===== config.mk =====
export PLATFORM = sky130hd
export DESIGN_NAME = dotted_ipv4_text_parser
export DESIGN_NICKNAME = d
export VERILOG_FILES = /design/src/rtl/core/dip_pkg.sv /design/src/rtl/core/dotted_ipv4_text_parser.sv
export SDC_FILE = /design/constraint.sdc
export NUM_CORES = 1
export LEC_CHECK = 0
export BUFFER_PORTS_ARGS = -buffer_cell sky130_fd_sc_hd__buf_2
export CORE_MARGIN = 3
export CORE_UTILIZATION = 54
export DETAILED_ROUTE_END_ITERATION = 8
export PLACE_DENSITY = 0.74
export SETUP_SLACK_MARGIN = 0.15
export SYNTH_ARGS = -nofsm -noshare
export SYNTH_HDL_FRONTEND = slang
export SYNTH_SLANG_ARGS = --single-unit

===== constraint.sdc =====
create_clock -name clk -period 7.7 [get_ports clk]
set_clock_uncertainty 0.15 [all_clocks]
set_input_delay 1.54 -clock clk [delete_from_list [all_inputs] [get_ports clk]]
set_output_delay 1.54 -clock clk [all_outputs]
set_load 0.02 [all_outputs]

===== src/rtl/core/dip_pkg.sv =====
package dip_pkg;

    // One request on the character channel.
    typedef struct packed {
        logic [7:0] char_in;
        logic       last_char;
    } char_req_t;

    // One request on the result channel.
    typedef struct packed {
        logic [31:0] address;
        logic [1:0]  status;
    } result_t;

    // Result status codes.
    localparam logic [1:0] ST_OK    = 2'd0;
    localparam logic [1:0] ST_SHORT = 2'd1;
    localparam logic [1:0] ST_RANGE = 2'd2;
    localparam logic [1:0] ST_UNUSED = 2'd3;

    // Token phase codes.
    localparam logic [2:0] PH_BETWEEN = 3'd0;
    localparam logic [2:0] PH_LEAD    = 3'd1;
    localparam logic [2:0] PH_SIGN    = 3'd2;
    localparam logic [2:0] PH_DIGITS  = 3'd3;
    localparam logic [2:0] PH_TAIL    = 3'd4;

    // Character codes the parser reacts to.
    localparam logic [7:0] CH_NUL   = 8'h00;
    localparam logic [7:0] CH_TAB   = 8'h09;
    localparam logic [7:0] CH_LF    = 8'h0A;
    localparam logic [7:0] CH_VT    = 8'h0B;
    localparam logic [7:0] CH_FF    = 8'h0C;
    localparam logic [7:0] CH_CR    = 8'h0D;
    localparam logic [7:0] CH_SPACE = 8'h20;
    localparam logic [7:0] CH_PLUS  = 8'h2B;
    localparam logic [7:0] CH_MINUS = 8'h2D;
    localparam logic [7:0] CH_DOT   = 8'h2E;
    localparam logic [7:0] CH_ZERO  = 8'h30;
    localparam logic [7:0] CH_NINE  = 8'h39;

    localparam logic [2:0] OCTET_COUNT = 3'd4;
    localparam logic [2:0] UPPER_COUNT = 3'd3;
    localparam logic [8:0] OCTET_MAX   = 9'd255;
    localparam logic [8:0] OCTET_SAT   = 9'd256;

endpackage


===== src/rtl/core/dotted_ipv4_text_parser.sv =====
// Channel   | Direction | Handshake                  | Payload
// ----------+-----------+----------------------------+---------------------------------
// char      | in        | char_valid / char_stall    | char_data   : char_in, last_char
// result    | out       | result_valid / result_stall| result_data : address, status
//
// One character request is taken per cycle unless char_stall is high. Each
// request is held in the input register and is folded into the parse state
// when it advances; a request marked last_char loads its result into the output
// register at that same edge, from which the result is offered. Throughput
// is limited only by the result register: the input stalls just while a last_char
// request waits behind a result that is itself stalled. rst_n clears the parse
// state and both valid flags asynchronously.
module dotted_ipv4_text_parser
    import dip_pkg::*;
(
    input  logic      clk,
    input  logic      rst_n,
    input  logic      char_valid,
    output logic      char_stall,
    input  char_req_t char_data,
    output logic      result_valid,
    input  logic      result_stall,
    output result_t   result_data
);

    // The full parse state of the string currently being read.
    typedef struct packed {
        logic [2:0]  octet_index;
        logic [2:0]  token_phase;
        logic        minus_seen;
        logic [8:0]  octet_value;
        logic [23:0] upper_octets;
        logic [1:0]  error_code;
        logic        string_over;
    } parse_state_t;

    localparam parse_state_t STATE_RESET = '{
        octet_index:  3'd0,
        token_phase:  PH_BETWEEN,
        minus_seen:   1'b0,
        octet_value:  9'd0,
        upper_octets: 24'd0,
        error_code:   ST_OK,
        string_over:  1'b0
    };

    // Finishing a token checks its range and, for the first three octets,
    // shifts it into the upper bytes. The fourth stays in octet_value.
    function automatic parse_state_t close_token(input parse_state_t s);
        parse_state_t r;
        r = s;
        if ((s.octet_value > OCTET_MAX) || (s.minus_seen && (s.octet_value != 9'd0))) begin
            r.error_code = ST_RANGE;
        end else if (s.octet_index < UPPER_COUNT) begin
            r.upper_octets = {s.upper_octets[15:0], s.octet_value[7:0]};
            r.octet_value  = 9'd0;
        end
        r.octet_index = s.octet_index + 3'd1;
        r.minus_seen  = 1'b0;
        r.token_phase = PH_BETWEEN;
        return r;
    endfunction

    // Decimal accumulate, saturating at 256 so any oversized octet stays flagged.
    function automatic logic [8:0] add_digit(input logic [8:0] value, input logic [7:0] c);
        logic [11:0] sum;
        sum = ({3'd0, value} * 12'd10) + {8'd0, c[3:0]};
        return (sum > {3'd0, OCTET_SAT}) ? OCTET_SAT : sum[8:0];
    endfunction

    logic         in_valid_reg;
    char_req_t    in_data_reg;
    parse_state_t state_reg;
    parse_state_t state_next;
    logic         result_valid_reg;
    result_t      result_reg;
    result_t      result_next;
    logic         advance;
    logic         char_accept;

    // The held request moves on unless it carries a result that has no room.
    assign advance = in_valid_reg &&
                     !(in_data_reg.last_char && result_valid_reg && result_stall);
    assign char_stall  = in_valid_reg && !advance;
    assign char_accept = char_valid && !char_stall;

    assign result_valid = result_valid_reg;
    assign result_data  = result_reg;

    always_comb
    begin
        parse_state_t s;
        parse_state_t f;
        logic [7:0]   c;
        logic         is_sep;
        logic         is_dig;
        s      = state_reg;
        c      = in_data_reg.char_in;
        is_sep = (c == CH_CR) || (c == CH_LF) || (c == CH_SPACE) || (c == CH_DOT);
        is_dig = (c >= CH_ZERO) && (c <= CH_NINE);

        // Characters after a zero byte, an error or the fourth token are ignored.
        if (!(s.string_over || (s.error_code != ST_OK) || (s.octet_index >= OCTET_COUNT))) begin
            if (c == CH_NUL) begin
                if (s.token_phase != PH_BETWEEN) begin
                    s = close_token(s);
                end
                s.string_over = 1'b1;
            end else if (is_sep) begin
                if (s.token_phase != PH_BETWEEN) begin
                    s = close_token(s);
                end
            end else begin
                if (s.token_phase == PH_BETWEEN) begin
                    s.token_phase = PH_LEAD;
                    s.minus_seen  = 1'b0;
                    s.octet_value = 9'd0;
                end
                unique case (s.token_phase)
                    PH_LEAD:
                    begin
                        priority if ((c == CH_TAB) || (c == CH_VT) || (c == CH_FF)) begin
                            s.token_phase = PH_LEAD;
                        end else if (c == CH_PLUS) begin
                            s.token_phase = PH_SIGN;
                        end else if (c == CH_MINUS) begin
                            s.minus_seen  = 1'b1;
                            s.token_phase = PH_SIGN;
                        end else if (is_dig) begin
                            s.octet_value = add_digit(s.octet_value, c);
                            s.token_phase = PH_DIGITS;
                        end else begin
                            s.token_phase = PH_TAIL;
                        end
                    end
                    PH_SIGN, PH_DIGITS:
                    begin
                        if (is_dig) begin
                            s.octet_value = add_digit(s.octet_value, c);
                            s.token_phase = PH_DIGITS;
                        end else begin
                            s.token_phase = PH_TAIL;
                        end
                    end
                    default:
                    begin
                        s.token_phase = PH_TAIL;
                    end
                endcase
            end
        end

        // On the last character an open token is closed and the string judged.
        // This works on a copy so that ordinary characters leave the token open.
        f = s;
        if (!f.string_over && (f.error_code == ST_OK) && (f.octet_index < OCTET_COUNT) &&
            (f.token_phase != PH_BETWEEN)) begin
            f = close_token(f);
        end
        if ((f.error_code == ST_OK) && (f.octet_index < OCTET_COUNT)) begin
            f.error_code = ST_SHORT;
        end
        result_next.status  = f.error_code;
        result_next.address = (f.error_code == ST_OK) ?
                              {f.upper_octets, f.octet_value[7:0]} : 32'd0;

        // A finished string starts the next one from the reset state.
        state_next = in_data_reg.last_char ? STATE_RESET : s;
    end

    always_ff @(posedge clk or negedge rst_n)
    begin
        if (!rst_n) begin
            in_valid_reg     <= 1'b0;
            state_reg        <= STATE_RESET;
            result_valid_reg <= 1'b0;
        end else begin
            if (char_accept) begin
                in_valid_reg <= 1'b1;
            end else if (advance) begin
                in_valid_reg <= 1'b0;
            end
            if (advance) begin
                state_reg <= state_next;
            end
            if (advance && in_data_reg.last_char) begin
                result_valid_reg <= 1'b1;
            end else if (result_valid_reg && !result_stall) begin
                result_valid_reg <= 1'b0;
            end
        end
    end

    always_ff @(posedge clk)
    begin
        if (char_accept) begin
            in_data_reg <= char_data;
        end
        if (advance && in_data_reg.last_char) begin
            result_reg <= result_next;
        end
    end

endmodule


==> flow_metrics.env <==
export IMPL_max_freq_mhz=170
export IMPL_ys_seq_area_share_pct=47.2
export IMPL_maxSlewViolCount=0
export IMPL_tritoncts="yes"
export IMPL_post_cts_buffers=0
export IMPL_irDropWorstVdd_mv=0.181
export IMPL_status="completed"
export IMPL_synthCells=502
export IMPL_rsz0062_at_grt="false"
export IMPL_grt_usage_pct=23.9
export IMPL_crit_arrival_ns=5.85
export IMPL_cp_data_required_time_ns=7.66
export IMPL_wl_um=12100
export IMPL_period_share_pct=76.5
export IMPL_p_leak_nw=2.22
export IMPL_worstHoldPathType="register to register"
export IMPL_postSynth_asyncResetShare_pct=51.1
export IMPL_pwr_share_seq_pct=55.8
export IMPL_area_delta_synth_final_pct=8.82
export IMPL_drc=0
export IMPL_setup_violations=0
export IMPL_synth_edf_count=43
export IMPL_grt_pass1_vias=3999
export IMPL_die_height_um=103
export IMPL_crit_fanout=17
export IMPL_antenna_cells=0
export IMPL_crit_buf_inv=1
export IMPL_overflow=0
export IMPL_path_class="register to register"
export IMPL_synth_seq_cells=88
export IMPL_core_area_sq_um=8980
export IMPL_p_per_area_nw_per_um2=166
export IMPL_cts_resized=0
export IMPL_utilization_pct=62.1
export IMPL_cts_buffer_depth=2
export IMPL_period_needed_ns=5.89
export IMPL_cp_end_kind="register"
export IMPL_dp_slack_ns=1.84
export IMPL_p_sw_w=0.000243
export IMPL_ctsHoldBuffers=0
export IMPL_dp_hpwl_um=8650
export IMPL_vias_per_cell=6.23
export IMPL_power_frac_clock_pct=34.6
export IMPL_ant_nets=0
export IMPL_slowest_delay_ns=0.97
export IMPL_yosysTopAreaCellShare_pct=25.2
export IMPL_io_buffers=48
export IMPL_postSynthAreaPerCell_sq_um=10.2
export IMPL_drt_iter0_drc=442
export IMPL_synth_distinct_cells=71
export IMPL_slowest_stage="a21boi_2"
export IMPL_max_cap_violations=0
export IMPL_syn_num_nets=527
export IMPL_clk_pin_slew_ns=0.09
export IMPL_num_vias=4133
export IMPL_io_pins=49
export IMPL_core_rowCount=34
export IMPL_worst_pin_slew_ns=1.19
export IMPL_hold_viol=0
export IMPL_worst_slack_ns=1.81
export IMPL_p_int_w=0.000684
export IMPL_cts_sinks=88
export IMPL_cts_root_buf="clkbuf_8"
export IMPL_nNetsFinal=557
export IMPL_switching_share_pct=26.2
export IMPL_numCtsBuffers=9
export IMPL_cp_top_family="simple AND/OR/NAND/NOR gates"
export IMPL_grt_pass1_wl_um=19900
export IMPL_crit_chain="or3_4, and3_1, ha_1, inv_1, fa_1, nor2b_1, nor2b_1, o2111ai_1, xnor2_1, nor2_1, or4b_2, a31oi_1, o41ai_4, a21boi_2, mux2i_1, nor2_1"
export IMPL_pwr_share_comb_pct=9.6
export IMPL_yosysTopAreaCell="edfxtp_1"
export IMPL_synth_area_leaders="edfxtp_1, dfrtp_1, a22o_1"
export IMPL_crit_path_start_kind="register"
export IMPL_synth_main_ff_cell="dfrtp_1"
export IMPL_power_w=0.000927
export IMPL_nFillCells=743
export IMPL_dieArea_sq_um=10700
export IMPL_yosysWarnings=0
export IMPL_drive_gt1_share_pct=16.6
export IMPL_route_detailed_wl_per_inst_um=18.2
export IMPL_largest_reg_flops=43
export IMPL_first_pass_iters=5
export IMPL_fin_area_sq_um=5570
export IMPL_finalSetupTns_ns=0
export IMPL_slew_headroom_pct=20.3
export IMPL_syn_area_sq_um=5120
export IMPL_insertion_delay_ns=0.36
export IMPL_synth_most_common_cell="nor2_1"
export IMPL_post_dp_cell_area_sq_um=5380
export IMPL_gp_congestion=0.939
export IMPL_yosys_top_cells_count="nor2_1, nand2_1, dfrtp_1"
export IMPL_grt_antenna_before_repair=0
export IMPL_grt_max_degree=46
export IMPL_cts_max_level=3
export IMPL_start_util_pct=57.1
export IMPL_die_x_um=103
routing by layer:
metal	wire length, um	vias up	part of all wire [%]	track usage [%]
met1	5490	2027	45	34.5
li1	-	1929	-	-
met4	208	0	1.7	7.27
met2	5620	157	47	37.0
met3	753	20	6.2	4.43
met5	0	-	0	0
placed cells by master, fill, tap and decap left out, drive strengths merged, types with 3 or more instances in the layout:
cell	netlist	layout
ha	11	11
a211oi	3	3
a22o	26	26
a311oi	10	10
nand3	12	12
clkbuf	16	10
edfxtp	43	43
a21o	6	6
a31oi	4	4
a21oi	18	18
o22ai	6	6
mux2i	17	17
inv	13	15
nor2	57	57
nand2b	7	7
and3	14	14
nand2	49	49
nand4	5	5
or4b	3	3
nor2b	8	8
dfrtp	45	45
nor3	10	10
and2	8	8
buf	15	50
o21ai	24	24
xor2	6	6
o21a	4	4
a22oi	3	3
or3	4	4
nor4	7	7
xnor2	12	12
final cells by class:
type / instances / area, sq um / area share (%)
well taps: 126 / 158 / 2.83
clock buffers: 10 / 128 / 2.29
multi-input cells: 370 / 2500 / 44.8
flip-flops and latches: 88 / 2420 / 43.4
repair buffers: 50 / 255 / 4.58
clock inverters: 6 / 67.6 / 1.21
inverters: 13 / 48.8 / 0.876
power by group through the flow:
stage	logic, W	clock network, W	registers [W]
floorplan	0.0000559	0	0.000531
global placement	0.0000874	0	0.000526
detailed placement	0.0000887	0	0.000527
CTS	0.0000890	0.000326	0.000517
global route	0.0000984	0.000346	0.000519
finish	0.0000894	0.000321	0.000517
per-stage QoR:
| step | cells | hold slack (ns) |
|---|---|---|
| CTS | 663 | 0.367 |
| global placement | 647 | 0.340 |
| detailed placement | 647 | 0.343 |
| finish | 663 | 0.365 |
| floorplan | 502 | 0.323 |
| global route | 663 | 0.378 |
logic make-up after synthesis:
| logic type | synth area share [%] |
|---|---|
| flops | 47.2 |
| compound gates | 20.1 |
| buf+inv | 4.13 |
| xor+xnor | 3.08 |
| simple gates | 18.7 |
| fa+ha+maj | 3.08 |
| mux | 3.79 |
worst paths after layout:
path | slack, ns | from | endpoint | cells past startpoint
min in group asynchronous | 1.19 | rst_n | state_reg[19] | 1
worst max register to register | 1.81 | state_reg[38] | result_data[30] | 16
worst min register to register | 0.36 | state_reg[26] | state_reg[26] | 1
max in group asynchronous | 5.57 | rst_n | state_reg[22] | 1
worst min-delay path | 0.36 | state_reg[26] | state_reg[26] | 1
worst max-delay path | 1.81 | state_reg[38] | result_data[30] | 16
No activity file was read; power rests on OpenSTA's default activity.
